===== src/hdl/b64lw_pkg.sv =====
// Shared types, constants and the alphabet function of the base64 encoder.
// No dependencies; imported by the front, queue, back and top modules.
`timescale 1ns / 1ps

package b64lw_pkg;

    // Line length, rounded down to a multiple of four characters
    localparam int LINE_CHARS = 64;
    localparam int LINE_LEN   = LINE_CHARS & ~3;
    localparam int COL_W      = 10;
    localparam logic [COL_W:0] LINE_LEN_V = (COL_W + 1)'(LINE_LEN);

    // Special character codes
    localparam logic [6:0] CH_PAD = 7'd61;
    localparam logic [6:0] CH_CR  = 7'd13;
    localparam logic [6:0] CH_LF  = 7'd10;

    // One closed group handed from front to back
    typedef struct packed {
        logic [23:0] group;
        logic [1:0]  nbytes;  // 1 to 3
        logic        last;
    } t_cmd;

    typedef struct packed {
        logic valid;
        t_cmd cmd;
    } t_push;

    typedef struct packed {
        logic valid;
        t_cmd cmd;
    } t_head;

    // Standard base64 alphabet
    function automatic logic [6:0] b64_char(input logic [5:0] v);
        logic [6:0] r;
        if (v < 6'd26) begin
            r = 7'd65 + {1'b0, v};
        end else if (v < 6'd52) begin
            r = 7'd97 + {1'b0, v} - 7'd26;
        end else if (v < 6'd62) begin
            r = 7'd48 + {1'b0, v} - 7'd52;
        end else if (v == 6'd62) begin
            r = 7'd43;
        end else begin
            r = 7'd47;
        end
        return r;
    endfunction

endpackage


===== src/hdl/b64lw_byte_if.sv =====
// Input byte channel of the base64 encoder.
// No dependencies.
`timescale 1ns / 1ps

interface b64lw_byte_if;
    logic       valid;
    logic       ready;
    logic [7:0] data_byte;
    logic       last_byte;

    modport source (output valid, output data_byte, output last_byte, input ready);
    modport sink   (input valid, input data_byte, input last_byte, output ready);
endinterface


===== src/hdl/b64lw_char_if.sv =====
// Output character channel of the base64 encoder.
// No dependencies.
`timescale 1ns / 1ps

interface b64lw_char_if;
    logic       valid;
    logic       ready;
    logic [6:0] out_char;
    logic       last_char;
    logic       end_of_message;

    modport source (output valid, output out_char, output last_char,
                    output end_of_message, input ready);
    modport sink   (input valid, input out_char, input last_char,
                    input end_of_message, output ready);
endinterface


===== src/hdl/b64lw_cfg_if.sv =====
// Configuration write channel of the base64 encoder.
// No dependencies.
`timescale 1ns / 1ps

interface b64lw_cfg_if;
    logic valid;
    logic ready;
    logic no_line_breaks;

    modport source (output valid, output no_line_breaks, input ready);
    modport sink   (input valid, input no_line_breaks, output ready);
endinterface


===== src/hdl/b64lw_cmd_fifo.sv =====
// Two-entry group queue between the front and back of the encoder.
// Depends on b64lw_pkg.
`timescale 1ns / 1ps

module b64lw_cmd_fifo
    import b64lw_pkg::*;
(
    input  logic  i_clk,
    input  logic  i_rst_n,
    input  t_push i_push,
    output logic  o_full,
    output t_head o_head,
    input  logic  i_pop
);

    t_cmd       r_mem [2];
    logic       r_wptr;
    logic       r_rptr;
    logic [1:0] r_count;

    logic do_push;
    logic do_pop;

    assign o_full  = (r_count == 2'd2);
    assign do_push = i_push.valid && !o_full;
    assign do_pop  = i_pop && (r_count != 2'd0);

    assign o_head.valid = (r_count != 2'd0);
    assign o_head.cmd   = r_mem[r_rptr];

    // Storage, no reset needed
    always_ff @(posedge i_clk) begin
        if (do_push) begin
            r_mem[r_wptr] <= i_push.cmd;
        end
    end

    // Pointers and fill count
    always_ff @(posedge i_clk) begin
        if (!i_rst_n) begin
            r_wptr  <= 1'b0;
            r_rptr  <= 1'b0;
            r_count <= 2'd0;
        end else begin
            if (do_push) begin
                r_wptr <= ~r_wptr;
            end
            if (do_pop) begin
                r_rptr <= ~r_rptr;
            end
            r_count <= r_count + {1'b0, do_push} - {1'b0, do_pop};
        end
    end

endmodule


===== src/hdl/b64lw_front.sv =====
// Front end: accepts bytes and packs them into groups of up to three bytes.
// Depends on b64lw_pkg and b64lw_byte_if.
`timescale 1ns / 1ps

module b64lw_front
    import b64lw_pkg::*;
(
    input  logic          i_clk,
    input  logic          i_rst_n,
    b64lw_byte_if.sink    i_byte_ch,
    input  logic          i_full,
    output t_push         o_push
);

    logic [15:0] r_held;
    logic [1:0]  r_phase;
    logic [15:0] n_held;
    logic [1:0]  n_phase;

    logic        accept;
    logic        closes;
    logic [1:0]  phase;
    logic [23:0] joined;

    assign i_byte_ch.ready = !i_full;
    assign accept = i_byte_ch.valid && !i_full;
    assign phase  = (r_phase > 2'd2) ? 2'd2 : r_phase;
    assign closes = (phase == 2'd2) || i_byte_ch.last_byte;
    assign joined = {r_held, i_byte_ch.data_byte};

    // Left-align the group in 24 bits
    always_comb begin
        o_push.valid       = accept && closes;
        o_push.cmd.nbytes  = phase + 2'd1;
        o_push.cmd.last    = i_byte_ch.last_byte;
        case (phase)
            2'd0:    o_push.cmd.group = {i_byte_ch.data_byte, 16'd0};
            2'd1:    o_push.cmd.group = {joined[15:0], 8'd0};
            default: o_push.cmd.group = joined;
        endcase
    end

    // Group collection
    always_comb begin
        n_held  = r_held;
        n_phase = r_phase;
        if (accept) begin
            if (closes) begin
                n_held  = 16'd0;
                n_phase = 2'd0;
            end else begin
                n_held  = joined[15:0];
                n_phase = phase + 2'd1;
            end
        end
    end

    always_ff @(posedge i_clk) begin
        if (!i_rst_n) begin
            r_held  <= 16'd0;
            r_phase <= 2'd0;
        end else begin
            r_held  <= n_held;
            r_phase <= n_phase;
        end
    end

endmodule


===== src/hdl/b64lw_back.sv =====
// Back end: turns each group into characters, pads and line breaks.
// Depends on b64lw_pkg and b64lw_char_if.
`timescale 1ns / 1ps

module b64lw_back
    import b64lw_pkg::*;
(
    input  logic          i_clk,
    input  logic          i_rst_n,
    input  logic          i_no_lb,
    input  t_head         i_head,
    output logic          o_pop,
    b64lw_char_if.source  o_char_ch
);

    localparam logic [1:0] ST_IDLE = 2'd0;
    localparam logic [1:0] ST_CHAR = 2'd1;
    localparam logic [1:0] ST_CR   = 2'd2;
    localparam logic [1:0] ST_LF   = 2'd3;

    logic [1:0]       r_state, n_state;
    logic [1:0]       r_idx, n_idx;
    logic [COL_W-1:0] r_col, n_col;
    t_cmd             r_cmd, n_cmd;
    logic             r_out_valid, n_out_valid;
    logic [6:0]       r_out_char;
    logic             r_last_char;
    logic             r_eom;

    logic             advance;
    logic             emit;
    logic [6:0]       e_char;
    logic             e_final;
    logic [COL_W-1:0] col_inc;
    logic [COL_W-1:0] col_n;
    logic             wrap;
    logic             brk;
    logic             trail;
    logic [5:0]       sextet;

    assign advance = !r_out_valid || o_char_ch.ready;

    // Pick the six bits for the current character
    always_comb begin
        case (r_idx)
            2'd0:    sextet = r_cmd.group[23:18];
            2'd1:    sextet = r_cmd.group[17:12];
            2'd2:    sextet = r_cmd.group[11:6];
            default: sextet = r_cmd.group[5:0];
        endcase
    end

    // Column tracking and break decisions
    assign col_inc = r_col + 1'b1;
    assign wrap    = ({1'b0, col_inc} >= LINE_LEN_V);
    assign brk     = wrap && !i_no_lb;
    assign col_n   = wrap ? '0 : col_inc;
    assign trail   = r_cmd.last && (col_n != '0) && !i_no_lb;

    // Sequencer
    always_comb begin
        n_state     = r_state;
        n_idx       = r_idx;
        n_col       = r_col;
        n_cmd       = r_cmd;
        o_pop       = 1'b0;
        emit        = 1'b0;
        e_char      = CH_PAD;
        e_final     = 1'b0;
        n_out_valid = r_out_valid && !o_char_ch.ready;
        unique case (r_state)
            ST_IDLE: begin
                if (i_head.valid) begin
                    o_pop   = 1'b1;
                    n_cmd   = i_head.cmd;
                    n_idx   = 2'd0;
                    n_state = ST_CHAR;
                end
            end
            ST_CHAR: begin
                if (advance) begin
                    emit   = 1'b1;
                    e_char = (r_idx > r_cmd.nbytes) ? CH_PAD : b64_char(sextet);
                    n_col  = (r_idx == 2'd3 && r_cmd.last) ? '0 : col_n;
                    if (brk) begin
                        n_state = ST_CR;
                    end else if (r_idx != 2'd3) begin
                        n_idx = r_idx + 2'd1;
                    end else if (trail) begin
                        n_state = ST_CR;
                    end else begin
                        n_state = ST_IDLE;
                        e_final = 1'b1;
                    end
                end
            end
            ST_CR: begin
                if (advance) begin
                    emit    = 1'b1;
                    e_char  = CH_CR;
                    n_state = ST_LF;
                end
            end
            ST_LF: begin
                if (advance) begin
                    emit   = 1'b1;
                    e_char = CH_LF;
                    if (r_idx == 2'd3) begin
                        e_final = 1'b1;
                        n_state = ST_IDLE;
                    end else begin
                        n_idx   = r_idx + 2'd1;
                        n_state = ST_CHAR;
                    end
                end
            end
            default: n_state = ST_IDLE;
        endcase
        if (emit) begin
            n_out_valid = 1'b1;
        end
    end

    // Control state
    always_ff @(posedge i_clk) begin
        if (!i_rst_n) begin
            r_state     <= ST_IDLE;
            r_idx       <= 2'd0;
            r_col       <= '0;
            r_out_valid <= 1'b0;
        end else begin
            r_state     <= n_state;
            r_idx       <= n_idx;
            r_col       <= n_col;
            r_out_valid <= n_out_valid;
        end
    end

    // Payload: current group and output register
    always_ff @(posedge i_clk) begin
        r_cmd <= n_cmd;
        if (emit) begin
            r_out_char  <= e_char;
            r_last_char <= e_final;
            r_eom       <= e_final && r_cmd.last;
        end
    end

    assign o_char_ch.valid          = r_out_valid;
    assign o_char_ch.out_char       = r_out_char;
    assign o_char_ch.last_char      = r_last_char;
    assign o_char_ch.end_of_message = r_eom;

endmodule


===== src/hdl/base64_encoder_line_wrap_core.sv =====
// Top level of the base64 encoder with CR LF line wrapping.
// Depends on b64lw_pkg, the channel interfaces, front, queue and back.
//
// Channel     Dir  Payload                                   Accept
// i_byte_ch   in   data_byte[7:0], last_byte                 valid && ready
// o_char_ch   out  out_char[6:0], last_char, end_of_message  valid && ready
// i_cfg_ch    in   no_line_breaks                            valid && ready
//
// A byte is taken every cycle while the two-entry group queue has room.
// Each group costs the back end a load step and then its four characters,
// plus CR and LF when a line break falls in it. The back end's one character
// per cycle, while the output is not stalled, plus its load step sets the rate.
// Reset is synchronous, active low; no clearing pass. Output stalls hold the
// output register and back up through the queue to the byte input.
`timescale 1ns / 1ps

module base64_encoder_line_wrap_core
    import b64lw_pkg::*;
(
    input  logic          i_clk,
    input  logic          i_rst_n,
    b64lw_byte_if.sink    i_byte_ch,
    b64lw_cfg_if.sink     i_cfg_ch,
    b64lw_char_if.source  o_char_ch
);

    logic  r_no_lb;
    t_push push;
    t_head head;
    logic  full;
    logic  pop;

    // Configuration register, always ready
    assign i_cfg_ch.ready = 1'b1;

    always_ff @(posedge i_clk) begin
        if (!i_rst_n) begin
            r_no_lb <= 1'b0;
        end else if (i_cfg_ch.valid) begin
            r_no_lb <= i_cfg_ch.no_line_breaks;
        end
    end

    b64lw_front u_front (
        .i_clk     (i_clk),
        .i_rst_n   (i_rst_n),
        .i_byte_ch (i_byte_ch),
        .i_full    (full),
        .o_push    (push)
    );

    b64lw_cmd_fifo u_fifo (
        .i_clk   (i_clk),
        .i_rst_n (i_rst_n),
        .i_push  (push),
        .o_full  (full),
        .o_head  (head),
        .i_pop   (pop)
    );

    b64lw_back u_back (
        .i_clk     (i_clk),
        .i_rst_n   (i_rst_n),
        .i_no_lb   (r_no_lb),
        .i_head    (head),
        .o_pop     (pop),
        .o_char_ch (o_char_ch)
    );

endmodule


===== src/flat_wrapper.sv =====
// flat-port wrapper written by rule: the top's interface ports become plain ports
module base64_encoder_line_wrap_core_flat import b64lw_pkg::*;
  (i_clk, i_rst_n, i_byte_ch_valid, i_byte_ch_data_byte, i_byte_ch_last_byte, i_byte_ch_ready, i_cfg_ch_valid, i_cfg_ch_no_line_breaks, i_cfg_ch_ready, o_char_ch_valid, o_char_ch_out_char, o_char_ch_last_char, o_char_ch_end_of_message, o_char_ch_ready);
  b64lw_byte_if i_byte_ch_i ();
  b64lw_cfg_if i_cfg_ch_i ();
  b64lw_char_if o_char_ch_i ();
  input  logic i_clk;
  input  logic i_rst_n;
  input wire logic [$bits(i_byte_ch_i.valid)-1:0] i_byte_ch_valid;
  input wire logic [$bits(i_byte_ch_i.data_byte)-1:0] i_byte_ch_data_byte;
  input wire logic [$bits(i_byte_ch_i.last_byte)-1:0] i_byte_ch_last_byte;
  output wire logic [$bits(i_byte_ch_i.ready)-1:0] i_byte_ch_ready;
  input wire logic [$bits(i_cfg_ch_i.valid)-1:0] i_cfg_ch_valid;
  input wire logic [$bits(i_cfg_ch_i.no_line_breaks)-1:0] i_cfg_ch_no_line_breaks;
  output wire logic [$bits(i_cfg_ch_i.ready)-1:0] i_cfg_ch_ready;
  output wire logic [$bits(o_char_ch_i.valid)-1:0] o_char_ch_valid;
  output wire logic [$bits(o_char_ch_i.out_char)-1:0] o_char_ch_out_char;
  output wire logic [$bits(o_char_ch_i.last_char)-1:0] o_char_ch_last_char;
  output wire logic [$bits(o_char_ch_i.end_of_message)-1:0] o_char_ch_end_of_message;
  input wire logic [$bits(o_char_ch_i.ready)-1:0] o_char_ch_ready;
  assign i_byte_ch_i.valid = i_byte_ch_valid;
  assign i_byte_ch_i.data_byte = i_byte_ch_data_byte;
  assign i_byte_ch_i.last_byte = i_byte_ch_last_byte;
  assign i_byte_ch_ready = i_byte_ch_i.ready;
  assign i_cfg_ch_i.valid = i_cfg_ch_valid;
  assign i_cfg_ch_i.no_line_breaks = i_cfg_ch_no_line_breaks;
  assign i_cfg_ch_ready = i_cfg_ch_i.ready;
  assign o_char_ch_valid = o_char_ch_i.valid;
  assign o_char_ch_out_char = o_char_ch_i.out_char;
  assign o_char_ch_last_char = o_char_ch_i.last_char;
  assign o_char_ch_end_of_message = o_char_ch_i.end_of_message;
  assign o_char_ch_i.ready = o_char_ch_ready;
  base64_encoder_line_wrap_core u_core (.i_clk(i_clk), .i_rst_n(i_rst_n), .i_byte_ch(i_byte_ch_i), .i_cfg_ch(i_cfg_ch_i), .o_char_ch(o_char_ch_i));
endmodule

===== config.mk =====
export PLATFORM = sky130hd
export DESIGN_NAME = base64_encoder_line_wrap_core_flat
export DESIGN_NICKNAME = d
export VERILOG_FILES = /design/src/hdl/b64lw_pkg.sv /design/src/hdl/b64lw_byte_if.sv /design/src/hdl/b64lw_char_if.sv /design/src/hdl/b64lw_cfg_if.sv /design/src/hdl/b64lw_cmd_fifo.sv /design/src/hdl/b64lw_front.sv /design/src/hdl/b64lw_back.sv /design/src/hdl/base64_encoder_line_wrap_core.sv /design/src/flat_wrapper.sv
export SDC_FILE = /design/constraint.sdc
export NUM_CORES = 1
export LEC_CHECK = 0
export BUFFER_PORTS_ARGS = -buffer_cell sky130_fd_sc_hd__buf_2
export CORE_UTILIZATION = 40
export CTS_CLUSTER_DIAMETER = 60
export DETAILED_ROUTE_END_ITERATION = 6
export GPL_TIMING_DRIVEN = 0
export PLACE_DENSITY_LB_ADDON = 0.3
export SETUP_SLACK_MARGIN = 0.02
export SLEW_MARGIN = 0
export SYNTH_ARGS = -nofsm -noshare
export SYNTH_HDL_FRONTEND = slang
export SYNTH_HIERARCHICAL = 1
export SYNTH_SLANG_ARGS = --single-unit

===== constraint.sdc =====
create_clock -name i_clk -period 6.4 [get_ports i_clk]
set_input_delay 0 -clock i_clk [delete_from_list [all_inputs] [get_ports i_clk]]
set_output_delay 0 -clock i_clk [all_outputs]
set_load 0.01 [all_outputs]

; Word level (Yosys, flattened, before mapping)
; Memories as Yosys holds them, arrays and structs flattened. A register that Yosys moved wholly into a read port is not among the register bits.
; Cells that the tools add are included.
[classes]
shifts = 0
n_reduce_logical = 27
muxes = 46
multipliers = 0
bitwise = 2
n_eq_ne = 19
n_div = 0
addsub = 10
magnitude_cmp = 6
[op_table]
columns = op, n
row1 = $pmux W24 S2, 1
row2 = $mux W7, 5
row3 = $mux W2, 15
row4 = $pmux W7 S3, 1
row5 = $mux W10, 2
row6 = $pmux W6 S3, 1
row7 = $mux W16, 1
row8 = $add A7 B6 Y7 const A, 2
row9 = $mux W1, 14
row10 = $ne A2 B2 Y1 const B, 7
row11 = $eq A2 B2 Y1 const B, 6
row12 = $lt A6 B6 Y1 const B, 2
row13 = $mux W6, 2
row14 = $add A10 B1 Y10 const B, 1
row15 = $ge A10 B7 Y1 const B, 1
row16 = $logic_and A1 B1 Y1, 10
row17 = $reduce_bool A10 Y1, 1
row18 = $pmux W2 S4, 1
row19 = $add A6 B6 Y7 const A, 1
row20 = $reduce_and A7 Y1, 1
row21 = $sub A7 B5 Y7 const B, 1
row22 = $sub A7 B6 Y7 const B, 1
row23 = $eq A2 B1 Y1 const B, 3
row24 = $eq A6 B6 Y1 const B, 1
row25 = other kinds (20), 29
[totals]
n_memories = 1
latch_bits = 0
mem_bits_rw = 54
mem_bits_ro = 0
ff_bits = 47
output_inout_bits = 12
[mem_list]
columns = name, words, width, read_ports, rd_clocked_by_memory_dff, write_ports, line
row1 = u_core.u_fifo.r_mem, 2, 27, 1, 1, 1, b64lw_cmd_fifo.sv:16  ; t_cmd r_mem [2];

; Depth between registers and ports, before layout
[logic_depth]
ltp_word = 12
depth_mapped = 12
mapped_depth_nobuf = 12

; Modules after synthesis
; The synthesis kept the hierarchy.
[modules_own_cells]
columns = module, instances, seq_area_each_um2, cells_per_inst, area_each_um2
row1 = b64lw_back, 1, 1381.3, 258, 2864.0
row2 = b64lw_cmd_fifo, 1, 1721.7, 110, 2285.9
row3 = b64lw_front, 1, 360.3, 97, 939.7
row4 = base64_encoder_line_wrap_core, 1, 20.0, 5, 47.5

; Worst setup path before layout
; OpenSTA, ideal clock, no wires.
[synth_timing]
path_type = register to register
startpoint = register u_core.u_back.r_idx[0]
endpoint = register u_core.u_back.r_out_char[2], in the netlist u_core/u_back/o_char_ch.out_char[2], data pin
t_arrival_ps = 2685
t_required_ps = 6139
setup_ps = 261
path_slack_ps = 3454
period_less_slack_ps = 2946
path_stages_with_launch = 12
n_path_buf = 1
path_cell_list = dfxtp_1 inv_1 ha_1 a222oi_1 mux2i_4 ha_1 clkbuf_1 a211oi_1 a221oi_1 a21boi_2 nor3_1 o32a_1
[synth_between]
elab_chain_len = 10
[synth_rtl]
columns = item, line
row1 = "start, declared", b64lw_back.sv:22  ; logic [1:0] r_idx, n_idx;
row2 = "start signal, assigned", b64lw_back.sv:133  ; r_idx <= n_idx;
row3 = "$eq A2 B2 Y1, or another cell as far along", b64lw_back.sv:45  ; case (r_idx)
row4 = $pmux W6 S3, b64lw_back.sv:45
row5 = $add A6 B6 Y7 or $eq A6 B6 Y1 (tied branches), "b64lw_pkg.sv:43, b64lw_pkg.sv:44"
row6 = $sub A7 B6 Y7 or $mux W3 (tied branches), "b64lw_pkg.sv:43, b64lw_pkg.sv:44"
row7 = $mux W7, b64lw_pkg.sv:42  ; end else if (v < 6'd62) begin
row8 = $mux W7, b64lw_pkg.sv:40  ; end else if (v < 6'd52) begin
row9 = $mux W7, b64lw_pkg.sv:38  ; if (v < 6'd26) begin
row10 = $mux W7 (*), b64lw_back.sv:83  ; e_char = (r_idx > r_cmd.nbytes) ? CH_PAD : b64_char(sextet);
row11 = $mux W7 (*), b64lw_back.sv:81  ; if (advance) begin
row12 = $pmux W7 S3 (*), b64lw_back.sv:71  ; unique case (r_state)
row13 = net u_core.u_back.e_char[2], b64lw_back.sv:32  ; logic [6:0] e_char;
row14 = "end signal, assigned", b64lw_back.sv:143  ; r_out_char <= e_char;
row15 = "end, declared", b64lw_back.sv:26  ; logic [6:0] r_out_char;
; The timed path passes the listed nets; every way through them passes the cells marked *.
; A chain may end at the register's enable or synchronous reset.

; Worst setup path in the final report
; Same ends and word-level chain as after synthesis.

==> summary.md <==
| Metric | Value |
|---|---|
| CTS tree | done |
| Via count | 3,785 |
| Setup CP Type | register to register |
| DR pass1 iterations | 5 |
| Max IR drop VDD | 0.198 mV |
| Cts repair resizes | 0 |
| CTS Sinks | 129 |
| CTS Buffer Depth | 2 |
| # diodes | 0 |
| Slew Limit Fails | 0 |
| Post-route ant nets | 0 |
| Placeable Area | ~15,000 um^2 |
| Worst skew pair latency | 420 ps |
| PwrDens | 422 nW/um^2 |
| Post-synthesis cell area | ~6000 um^2 |
| Area growth from synthesis to layout | 18.6% |
| FMAX | 0.297 GHz |
| Max-Slew Margin vs Limit | 0.157 |
| Synth Flop Type | edfxtp_1 |
| Post-cts hold buffer count | 15 |
| EDFF count, synth | 90 |
| Startpoint Class | register |
| Register area share after synthesis | 0.568 |
| Overflow after GRT | 0 |
| Average size of a mapped cell | ~13 um^2 |
| Post-route DRC | 0 |
| Max-Cap Viols | 0 |
| Avg WL per Cell | 15.4 um |
| GP Congestion | 0.833 |
| WHS | ~270 ps |
| Final Hold Viols | 0 |
| Required @ worst endpoint | between 6000 and 7000 ps |
| Slew @ Worst Pin | 1260 ps |
| Syn Nets | 505 |
| Detail Placement HPWL | 7.70 mm |
| Final worst path period need | approximately 3400 ps |
| Total Routing Usage GR | 0.151 |
| Largest fanout on the critical path | 9 |
| Initial antenna violation count | 0 |
| Initial core utilization | 0.416 |
| NumNets Final | 565 |
| H-tree Lvls | 4 |
| RSZ-0062 raised after global routing | no |
| Status | completed |
| DR vias/cell | roughly 5.2 |
| # IOs | 27 |
| Ys async rst share | 0 |
| Crit end category | register |
| First-pass GRT wire length | approximately 19 mm |
| Die Wd | 126 um |
| Yosys warning total | 6 |
| Setup_tns | 0 ps |
| CTS root buf | clkbuf_16 |
| Largest net degree at the start of global routing | 29 |
| Number of global-route vias before repair | 3,694 |
| Arr. time, crit path | 3530 ps |
| Layout cell share with drive strength beyond 1 | 0.232 |
| CTS Buf Count | 17 |
| Synth cell types | 68 |
| Placed Cells | 680 |
| DIE HEIGHT | 126 um |
| Non-filler cells, final | 727 |
| Final period utilization | 0.526 |
| Leakage | ~0.0028 uW |
| Final number of setup-violating endpoints | 0 |
| Post-CTS Setup Bufs | 0 |
| HP Class | primary input to register |
| DR iter-0 viols | between 200 and 300 |
| Clk slew on worst S/H paths | 60 ps |
| IO Port Bufs | 25 |
| Die Area | ~16,000 um^2 |
| DRT Wirelength | 11.2 mm |
| # rows | 44 |
| Syn Inst Count | 470 |
| Clock Skews | ~5.4 ps |
| Synth Register Bits | 129 |
-- path summary, 6_finish.rpt --
path | cells after the start | start | endpoint | slack (ps)
worst max-delay path | 11 | u_core/u_back/r_idx[0]$_SDFFE_PN0P_ | u_core/u_back/o_char_ch.out_char[2]$_DFFE_PP_ | 3040
worst min-delay path | 4 | o_char_ch_ready | u_core/u_back/o_char_ch.valid$_SDFF_PN0_ | 270
worst max register to register | 11 | u_core/u_back/r_idx[0]$_SDFFE_PN0P_ | u_core/u_back/o_char_ch.out_char[2]$_DFFE_PP_ | 3040
worst min register to register | 1 | u_core/u_front/r_held[11]$_SDFFE_PN0P_ | u_core/u_front/r_held[11]$_SDFFE_PN0P_ | 480
-- critical path: stages, from the launching register on --
cell and delay [ps]:
dfxtp_1 370, inv_1 110, ha_1 290, a222oi_1 500, mux2i_4 190, ha_1 230
clkbuf_1 190, a211oi_1 270, a221oi_1 140, a21boi_2 350, nor3_1 110, o32a_1 350
-- power breakdown --
group / switching (uW) / internal [uW]
sequential: 65.1 / 1110
clock: 375 / 629
combinational: 507 / 379
total: 948 / 2120
-- registers in the layout (all words and copies together) (netlist names), named ones only --
signal                                  cells
u_core/u_front/r_phase                      2
u_core/u_back/r_state                       1
u_core/u_back/o_char_ch.valid               1
u_core/r_no_lb                              1
u_core/u_fifo/r_count                       2
u_core/u_back/o_char_ch.end_of_message      1
u_core/u_back/o_char_ch.out_char            7
u_core/u_front/r_held                      16
u_core/u_back/r_idx                         2
u_core/u_back/o_char_ch.last_char           1
u_core/u_back/r_col                        10
u_core/u_back/r_cmd                        27
u_core/u_fifo/r_rptr                        1
u_core/u_fifo/r_wptr                        1
u_core/u_fifo/r_mem                        54
-- cell usage after synthesis, drive strengths merged, types with 2 or more instances --
library cell	count	area, um^2
nand2	27	109
xnor2	6	52.6
dfxtp	39	781
a21boi	2	18.8
and3	7	43.8
nor4	4	55.1
a22o	24	218
o211ai	2	15.0
buf	14	133
a22oi	2	15.0
o21ai	20	100
o41ai	2	25.0
edfxtp	90	2700
a211oi	4	30.0
o21a	3	22.5
o211a	3	30.0
clkbuf	11	41.3
mux2	31	424
a21oi	10	53.8
a222oi	5	50.1
nor2b	7	43.8
nor2	19	71.3
a21o	2	15.0
nand3	9	50.1
or2	2	12.5
mux2i	17	195
xor2	2	17.5
inv	26	97.6
ha	20	250
or3	3	18.8
nand2b	7	51.3
o2111ai	4	35.0
nor3	7	40.0
o31ai	3	22.5
a211o	3	26.3
and2	16	101
-- final cells by class --
cell class / count / area [um^2]
tap: 184 / 230
multi-input combinational: 290 / 2380
sequential: 129 / 3480
inverter: 26 / 97.6
clock buffer: 21 / 483
timing repair buffer: 41 / 290
buffer: 25 / 174
fill: 1292 / 7470
clock inverter: 11 / 136
-- per-stage QoR --
stage	worst slack (ps)	area, um^2	util	power, uW
floorplan	3450	6140	-	1860
global placement	3120	6490	0.440	2050
detailed placement	3070	6510	0.441	2080
CTS	3050	7280	0.493	3100
global route	2740	7280	0.493	3240
finish	3040	7280	0.493	3070
-- per-layer routing --
| layer | GRT usage | vias up | part of all wire | wire length (um) |
|---|---|---|---|---|
| li1 | - | 1882 | - | - |
| met1 | 0.190 | 1802 | 0.47 | 5310 |
| met2 | 0.245 | 80 | 0.47 | 5300 |
| met3 | 0.0361 | 21 | 0.032 | 354 |
| met4 | 0.0737 | 0 | 0.020 | 223 |
| met5 | 0 | - | 0 | 0 |
-- cells in the final DEF (no fill, tap or decap), drive strengths merged, types with 4 or more instances in the layout --
| cell | netlist | final |
|---|---|---|
| edfxtp | 90 | 90 |
| buf | 14 | 40 |
| dfxtp | 39 | 39 |
| inv | 26 | 33 |
| clkbuf | 11 | 32 |
| mux2 | 31 | 31 |
| nand2 | 27 | 27 |
| a22o | 24 | 24 |
| o21ai | 20 | 20 |
| ha | 20 | 20 |
| nor2 | 19 | 19 |
| mux2i | 17 | 17 |
| and2 | 16 | 16 |
| dlygate4sd3 | 0 | 15 |
| a21oi | 10 | 10 |
| nand3 | 9 | 9 |
| nor2b | 7 | 7 |
| and3 | 7 | 7 |
| nand2b | 7 | 7 |
| nor3 | 7 | 7 |
| xnor2 | 6 | 6 |
| a222oi | 5 | 5 |
| a211oi | 4 | 4 |
| o2111ai | 4 | 4 |
| nor4 | 4 | 4 |
-- logic make-up (layout without fill, tap and decap cells) --
family	after synthesis	in the layout	synth area share
flops	129	129	0.568
xor+xnor	8	8	0.0114
fa+ha+maj	20	20	0.0408
buf+inv	51	124	0.0442
compound gates	101	101	0.130
simple gates	112	112	0.105
mux	48	48	0.101
other cells	1	1	0.000611
Note: power is estimated with default switching activity, not from simulation.
